--- config.mk ---
export PLATFORM = sky130hd
export DESIGN_NAME = dsdl_cell
export DESIGN_NICKNAME = d
export VERILOG_FILES = /design/src/rtl/core/dsdl_pkg.sv /design/src/rtl/core/dsdl_cell.sv
export SDC_FILE = /design/constraint.sdc
export NUM_CORES = 1
export LEC_CHECK = 0
export BUFFER_PORTS_ARGS = -buffer_cell sky130_fd_sc_hd__clkbuf_2
export CAP_MARGIN = 40
export CORE_MARGIN = 2
export CORE_UTILIZATION = 45
export DETAILED_ROUTE_END_ITERATION = 12
export HOLD_SLACK_MARGIN = 0.02
export PLACE_DENSITY_LB_ADDON = 0.05
export SKIP_LAST_GASP = 1
export SLEW_MARGIN = 10
export SYNTH_ARGS = -nofsm -noshare
export SYNTH_HDL_FRONTEND = slang
export SYNTH_SLANG_ARGS = --single-unit
--- constraint.sdc ---
create_clock -name clk -period 11.9 [get_ports clk]
set_clock_uncertainty 0.15 [all_clocks]
set_input_delay 1.785 -clock clk [delete_from_list [all_inputs] [get_ports clk]]
set_output_delay 1.785 -clock clk [all_outputs]
set_load 0.02 [all_outputs]
--- src/rtl/core/dsdl_pkg.sv ---
package dsdl_pkg;

  localparam int unsigned CAPACITY_DEFAULT = 256;

  typedef enum logic [1:0] {
    FUNC_CLEAR  = 2'd0,
    FUNC_INSERT = 2'd1,
    FUNC_QUERY  = 2'd2,
    FUNC_READ   = 2'd3
  } func_t;

  typedef struct packed {
    logic [2:0]  kind;
    logic [14:0] idx;
    logic [30:0] key;
    logic [7:0]  flg;
  } entry_t;

  typedef struct packed {
    logic   hit;
    entry_t ent;
  } leaf_t;

  typedef struct packed {
    logic       ins_en;
    logic       probe_en;
    logic       is_query;
    logic       is_read;
    entry_t     item;
    logic [7:0] rpos;
  } op_t;

endpackage

--- src/rtl/core/dsdl_cell.sv ---
module dsdl_cell #(
  parameter int unsigned POS = 0,
  parameter int unsigned CW  = 9
) (
  input  logic             clk,
  input  dsdl_pkg::op_t    op,
  input  logic [CW-1:0]    count,
  input  logic             left_gt,
  input  dsdl_pkg::entry_t left_entry,
  output logic             gt,
  output dsdl_pkg::entry_t entry,
  output dsdl_pkg::leaf_t  leaf
);

  localparam logic [CW-1:0] PosC  = CW'(POS);
  localparam bit            Reach = (POS < 256);
  localparam logic [7:0]    Pos8  = 8'(POS);

  logic occupied;
  logic tail;
  logic sel;
  logic match;

  assign occupied = PosC < count;
  assign tail     = count == PosC;
  assign gt       = occupied && (entry.key > op.item.key);
  assign sel      = Reach && (op.rpos == Pos8);
  assign match    = (entry.kind == op.item.kind) && (entry.idx == op.item.idx);

  always_ff @(posedge clk) begin
    if (op.ins_en) begin
      if (left_gt) begin
        entry <= left_entry;
      end else if (gt || tail) begin
        entry <= op.item;
      end
    end
  end

  always_ff @(posedge clk) begin
    if (op.probe_en) begin
      leaf.hit <= op.is_query && occupied && match;
      leaf.ent <= (op.is_read && occupied && sel) ? entry : '0;
    end
  end

endmodule

==> flow_summary.toml, run 1 <==
[worst_hold_path]
hp-start = "entry[1]$_DFFE_PP_"
hold_class = "reg2reg"
min_to = "leaf[1]$_SDFFCE_PN0P_"
worstHoldPathCells = 1

[sta]
hold_violations = 0
fmax_ghz = 0.176
hold_slack_ns = 0.400
final_max_slew_viol_count = 0
finalCritPeriodShare_pct = 47.7
finalCriticalPeriod_ns = 5.67
tns_ns = 0
relSlewSlack_pct = 46.8
tightest_slew_ns = 0.798
rsz0062_at_grt = "no"
setup_violations = 0

[route]
detail_route.iter0.violations = 224
via_per_inst = 4.99
ant_nets = 0
drcViolationCount = 0
drt-total-wl_mm = 13.6
vias = 4216
routedWlPerCell_um = 16.1
firstDrtPassIters = 4

[synthesis]
synth_cell_types = 34
synth.avg_cell_area_um2 = 13.1
synthArstFlopShare_pct = 0
synth_edf_count = 115
yosysWarnings = 0
synth_top_flop_cell = "edfxtp_1"
synth-seq-cells = 115
synth_seq_area_share_pct = 62.1
synth_top_area_cell = "edfxtp_1"
synth_most_common_cell = "edfxtp_1"
synth_area_um2 = 5560
synth_area_leaders = "edfxtp_1, ha_1, and2_1"
synthTopCellsByCount = "edfxtp_1, and2_1, nand2_1"
syn-num-nets = 593
netlist_instances = 425
synth_top_area_share_pct = 62.1

[layout]
syn_to_final_growth_pct = 36.1
layout-drive-gt1-share_pct = 45.8
regArea_um2 = 3450
final_cells = 845
antenna_cells = 0
fillCellCount = 1018
multi_input_area_um2 = 1920
nNetsFinal = 854

[power_and_ir_drop]
cellInternalPower_w = 0.000842
share_comb_of_total_power_pct = 13.9
switching_share_pct = 25.1
power_frac_seq_pct = 43.8
peakVddDrop_mv = 0.0660
p_sw_w = 0.000282
pwr-share-clk_pct = 42.3
p_total_w = 0.00112
leakage_nw = 3.50
p_per_area_nw_per_um2 = 149

[setup_path]
cp-start-kind = "input port"
r2r-end = "entry[46]$_DFFE_PP_"
worstReg2RegStart = "entry[37]$_DFFE_PP_"
r2r_cells = 7
crit_path_max_fanout = 3
r2r_slack_ns = 8.88
worstPathArrival_ns = 3.74
crit_path_end_kind = "primary output"
required_ns = 9.97
critPathKind = "in2out"

[global_routing]
grt_max_degree = 59
grt_pass1_vias = 4300
grt_first_pass_wirelength_mm = 21.2
grt_use_total_pct = 21.2
grt_remaining_overflow = 0
antenna_found_initial = 0

[clock_network]
cts_inserted_buffers = 17
root_buffer = "clkbuf_16"
ctsResizeCount = 0
cts_buffer_depth = 2
postCtsSetupBuffers = 0
clock_sinks = 115
insertion_delay_ns = 0.41
cts_tree = "built"
holdBufCountCts = 0
htree_levels = 4
clkTransAtPathRegs_ns = 0.05

[floorplanning]
dieArea_um2 = 13300
die_h_um = 115
die_w_um = 115
core_um2 = 12000
rows = 40
io-pin-count = 253
start_util_pct = 46.3

[place]
port-buffer-count = 252
dpl.cell_count = 814
gp_congestion = 0.789
post-dp-hpwl_mm = 10.1

[run]
maxCapViolCount = 0

[status]
outcome = "finished clean"
power by group through the flow:
stage | Combinational [W] | Sequential, W | Clock, W
3_3_place_gp | 0.000154 | 0.000499 | 0
6_report | 0.000156 | 0.000492 | 0.000476
2_1_floorplan | 0.0000575 | 0.000530 | 0
3_5_place_dp | 0.000157 | 0.000500 | 0
4_1_cts | 0.000158 | 0.000492 | 0.000484
5_1_grt | 0.000173 | 0.000495 | 0.000502
critical path, stage by stage:
cell      delay (ns)
clkbuf_2        0.07
inv_1           0.04
ha_1            0.32
and3_4          0.20
a221o_1         0.35
a221o_1         0.36
a211oi_2        0.31
a21oi_1         0.11
clkbuf_2        0.18
sequential cells by signal (all words and copies together), names as in the netlist:
register and flops:
entry 57, leaf 58
how the worst max path moves through the flow:
stage                 from            endpoint  depth (start not counted)
floorplan           op[45]  entry[0]$_DFFE_PP_                          7
global placement    op[45]                  gt                          9
detailed placement  op[45]                  gt                          9
CTS                 op[45]                  gt                          9
global route        op[45]                  gt                          9
finish              op[45]                  gt                          9
cell type report:
type / instances / share of cell area, %
Multi-Input combinational cell: 261 / 25.4
Clock buffer: 18 / 5.67
Inverter: 33 / 1.64
Sequential cell: 115 / 45.6
Tap cell: 147 / 2.43
Timing Repair Buffer: 258 / 17.6
Clock inverter: 13 / 1.57
per-layer routing:
layer / GRT usage [%] / part of all wire (%) / vias to the layer above
met5: 0 / 0 / -
met4: 9.08 / 1.8 / 0
met3: 6.27 / 7.4 / 20
met2: 35.5 / 51 / 168
met1: 25.5 / 40 / 1965
li1: - / - / 2063
metrics by stage:
step	utilization [%]	area [um^2]	setup WS [ns]
floorplan	-	5560	3.61
global placement	58.1	6980	6.24
detailed placement	58.4	7020	6.22
CTS	63.0	7560	6.21
global route	63.0	7560	6.09
finish	63.0	7560	6.23
cells in the final DEF, fill, tap and decap left out, types with 2 or more instances in the layout:
master and count:
a21o_1 5, a21oi_1 12, a221o_1 2, a31oi_1 2
and2_1 57, buf_12 2, buf_4 4, bufinv_16 2
clkbuf_16 17, clkbuf_2 251, clkinv_1 2, clkinv_2 7
edfxtp_1 115, ha_1 31, inv_1 33, mux2_2 27
nand2_1 35, nand3_1 8, nand4_1 9, nor2_1 2
nor3_1 3, nor4_1 5, o21ai_0 31, xnor2_1 10
xor2_1 8
cell families (layout without fill, tap and decap cells):
group	after synthesis	after routing	share of synthesized area (%)
buffers and inverters	49	322	3.58
xor gates and xnor gates	18	18	2.84
adders and majority gates	31	31	6.98
DFF	115	115	62.1
AOI/OAI and AO/OA	58	58	6.26
muxes	27	27	5.47
and+or+nand+nor	127	127	12.7
Note: power is estimated with default switching activity, not from simulation.
==> inputs of run 2 (changes only) <==
Settings changed: CORE_UTILIZATION 45 to 43.
Clock period 11.9 ns to 4.7 ns, I/O delays scaled along.
==> flow_summary.toml, run 2 (synthesis gave the netlist of run 1 again) <==
[status]
outcome = "finished clean"

[global_routing]
grt_first_pass_wirelength_mm = 21.3
antenna_found_initial = 1
grt_remaining_overflow = 0
grt_pass1_vias = 4204
grt_use_total_pct = 19.9
grt_max_degree = 64

[setup_path]
critPathMaxStageDelay_ns = 0.44
slowest_stage = "edfxtp_1"
cpMostUsedCell = "a221o_1"
required_ns = 3.85
crit_path_max_fanout = 3
worstPathArrival_ns = 2.73
crit_path_cell_trace = "ha_1 -> and3_4 -> a221o_1 -> a221o_1 -> a211oi_2 -> a21oi_1 -> clkbuf_2"
critPathKind = "reg2out"
worst-path-buf-inv = 1
cp-start-kind = "register"
cpLargestDelayFamily = "compound AO/OA/AOI/OAI gates"
crit_path_end_kind = "primary output"

[power_and_ir_drop]
pwr-share-clk_pct = 43.3
peakVddDrop_mv = 0.198
switching_share_pct = 24.3
power_frac_seq_pct = 43.1
leakage_nw = 3.50
p_per_area_nw_per_um2 = 379
cellInternalPower_w = 0.00219
share_comb_of_total_power_pct = 13.6
p_total_w = 0.00289
p_sw_w = 0.000702

[floorplanning]
dieArea_um2 = 13900
die_h_um = 118
io-pin-count = 253
die_w_um = 118
rows = 41
start_util_pct = 44.0
core_um2 = 12600

[route]
detail_route.iter0.violations = 150
firstDrtPassIters = 4
vias = 4165
drt-total-wl_mm = 13.5
routedWlPerCell_um = 15.5
ant_nets = 0
drcViolationCount = 0
via_per_inst = 4.79

[clock_network]
root_buffer = "clkbuf_16"
holdBufCountCts = 0
ctsResizeCount = 0
insertion_delay_ns = 0.41
cts_tree = "built"
cts_inserted_buffers = 17
clock_sinks = 115
cts_buffer_depth = 2
postCtsSetupBuffers = 0
htree_levels = 4
clkTransAtPathRegs_ns = 0.05

[sta]
setup_violations = 0
tightest_slew_ns = 0.826
rsz0062_at_grt = "no"
finalCriticalPeriod_ns = 3.58
finalCritPeriodShare_pct = 76.2
timing.final.ws_setup_ns = 1.12
relSlewSlack_pct = 44.9
hold_violations = 0
fmax_ghz = 0.279
hold_slack_ns = 0.395
tns_ns = 0
final_max_slew_viol_count = 0

[layout]
largest_reg_flops = 58
fin_area_um2 = 7610
layout_common_cells = "clkbuf_2, edfxtp_1, and2_1, nand2_1, inv_1"
max_flop_register = "leaf"
syn_to_final_growth_pct = 36.9
nNetsFinal = 853
reg.largest.list = "leaf: 58 flops, entry: 57 flops"
final_common_cell = "clkbuf_2"
layout-drive-gt1-share_pct = 45.8
fillCellCount = 1112

[place]
port-buffer-count = 252
placement.cell_area_um2 = 7040
post-dp-hpwl_mm = 10.2
place_ws_ns = 1.16
gp_congestion = 0.777

[run]
maxCapViolCount = 0

[worst_hold_path]
hold_class = "reg2reg"
==> run 2: cell count changes in the layout (fill, tap and decap cells not counted) <==
cell / previous run / this run
diode_2: 0 / 1
bufinv_16: 2 / 3
clkbuf_1: 1 / 2
buf_16: 0 / 1
clkinv_1: 2 / 1
buf_12: 2 / 0
clkinv_2: 7 / 6
==> run 2: metal layers <==
metal / share of wire [%] / track usage, %
met4: 1.5 / 7.76
met1: 40 / 22.7
met3: 7.8 / 7.41
met5: 0 / 0
met2: 51 / 33.9
==> run 2: worst register-to-register path, cell delays in order, from the launching register on <==
cell,delay [ns]
edfxtp_1,0.44
ha_1,0.36
nand3_1,0.10
nor4_2,0.45
a221o_1,0.32
o41ai_2,0.12
a311oi_4,0.28
buf_4,0.46
==> run 2: per-stage QoR <==
step,util (%),instances
floorplan,-,425
global placement,55.5,837
detailed placement,55.8,838
CTS,60.3,869
global route,60.3,870
finish,60.3,870
==> run 2: power by group through the flow <==
stage | Sequential, W | Combinational (W) | Clock [W]
2_1_floorplan | 0.00134 | 0.000149 | 0
3_3_place_gp | 0.00126 | 0.000390 | 0
3_5_place_dp | 0.00127 | 0.000395 | 0
4_1_cts | 0.00125 | 0.000397 | 0.00128
5_1_grt | 0.00125 | 0.000430 | 0.00132
6_report | 0.00125 | 0.000392 | 0.00125
==> run 2: path summary, 6_finish.rpt <==
check	startpoint	endpoint	slack, ns	cells past startpoint
worst min register to register	entry[3]$_DFFE_PP_	leaf[3]$_SDFFCE_PN0P_	0.40	1
worst max-delay path	entry[37]$_DFFE_PP_	gt	1.12	7
worst max register to register	entry[37]$_DFFE_PP_	entry[52]$_DFFE_PP_	1.64	7
worst min-delay path	entry[3]$_DFFE_PP_	leaf[3]$_SDFFCE_PN0P_	0.40	1
==> run 2: area by class of cell <==
| class | count | area (um^2) | share of cell area, % |
|---|---|---|---|
| inverters | 33 | 124 | 1.63 |
| diodes | 1 | 2.50 | 0.0329 |
| clock inverters | 12 | 140 | 1.84 |
| clock buffers | 19 | 433 | 5.69 |
| well taps | 172 | 215 | 2.83 |
| repair buffers | 257 | 1320 | 17.3 |
| flip-flops and latches | 115 | 3450 | 45.4 |
| multi-input cells | 261 | 1920 | 25.3 |
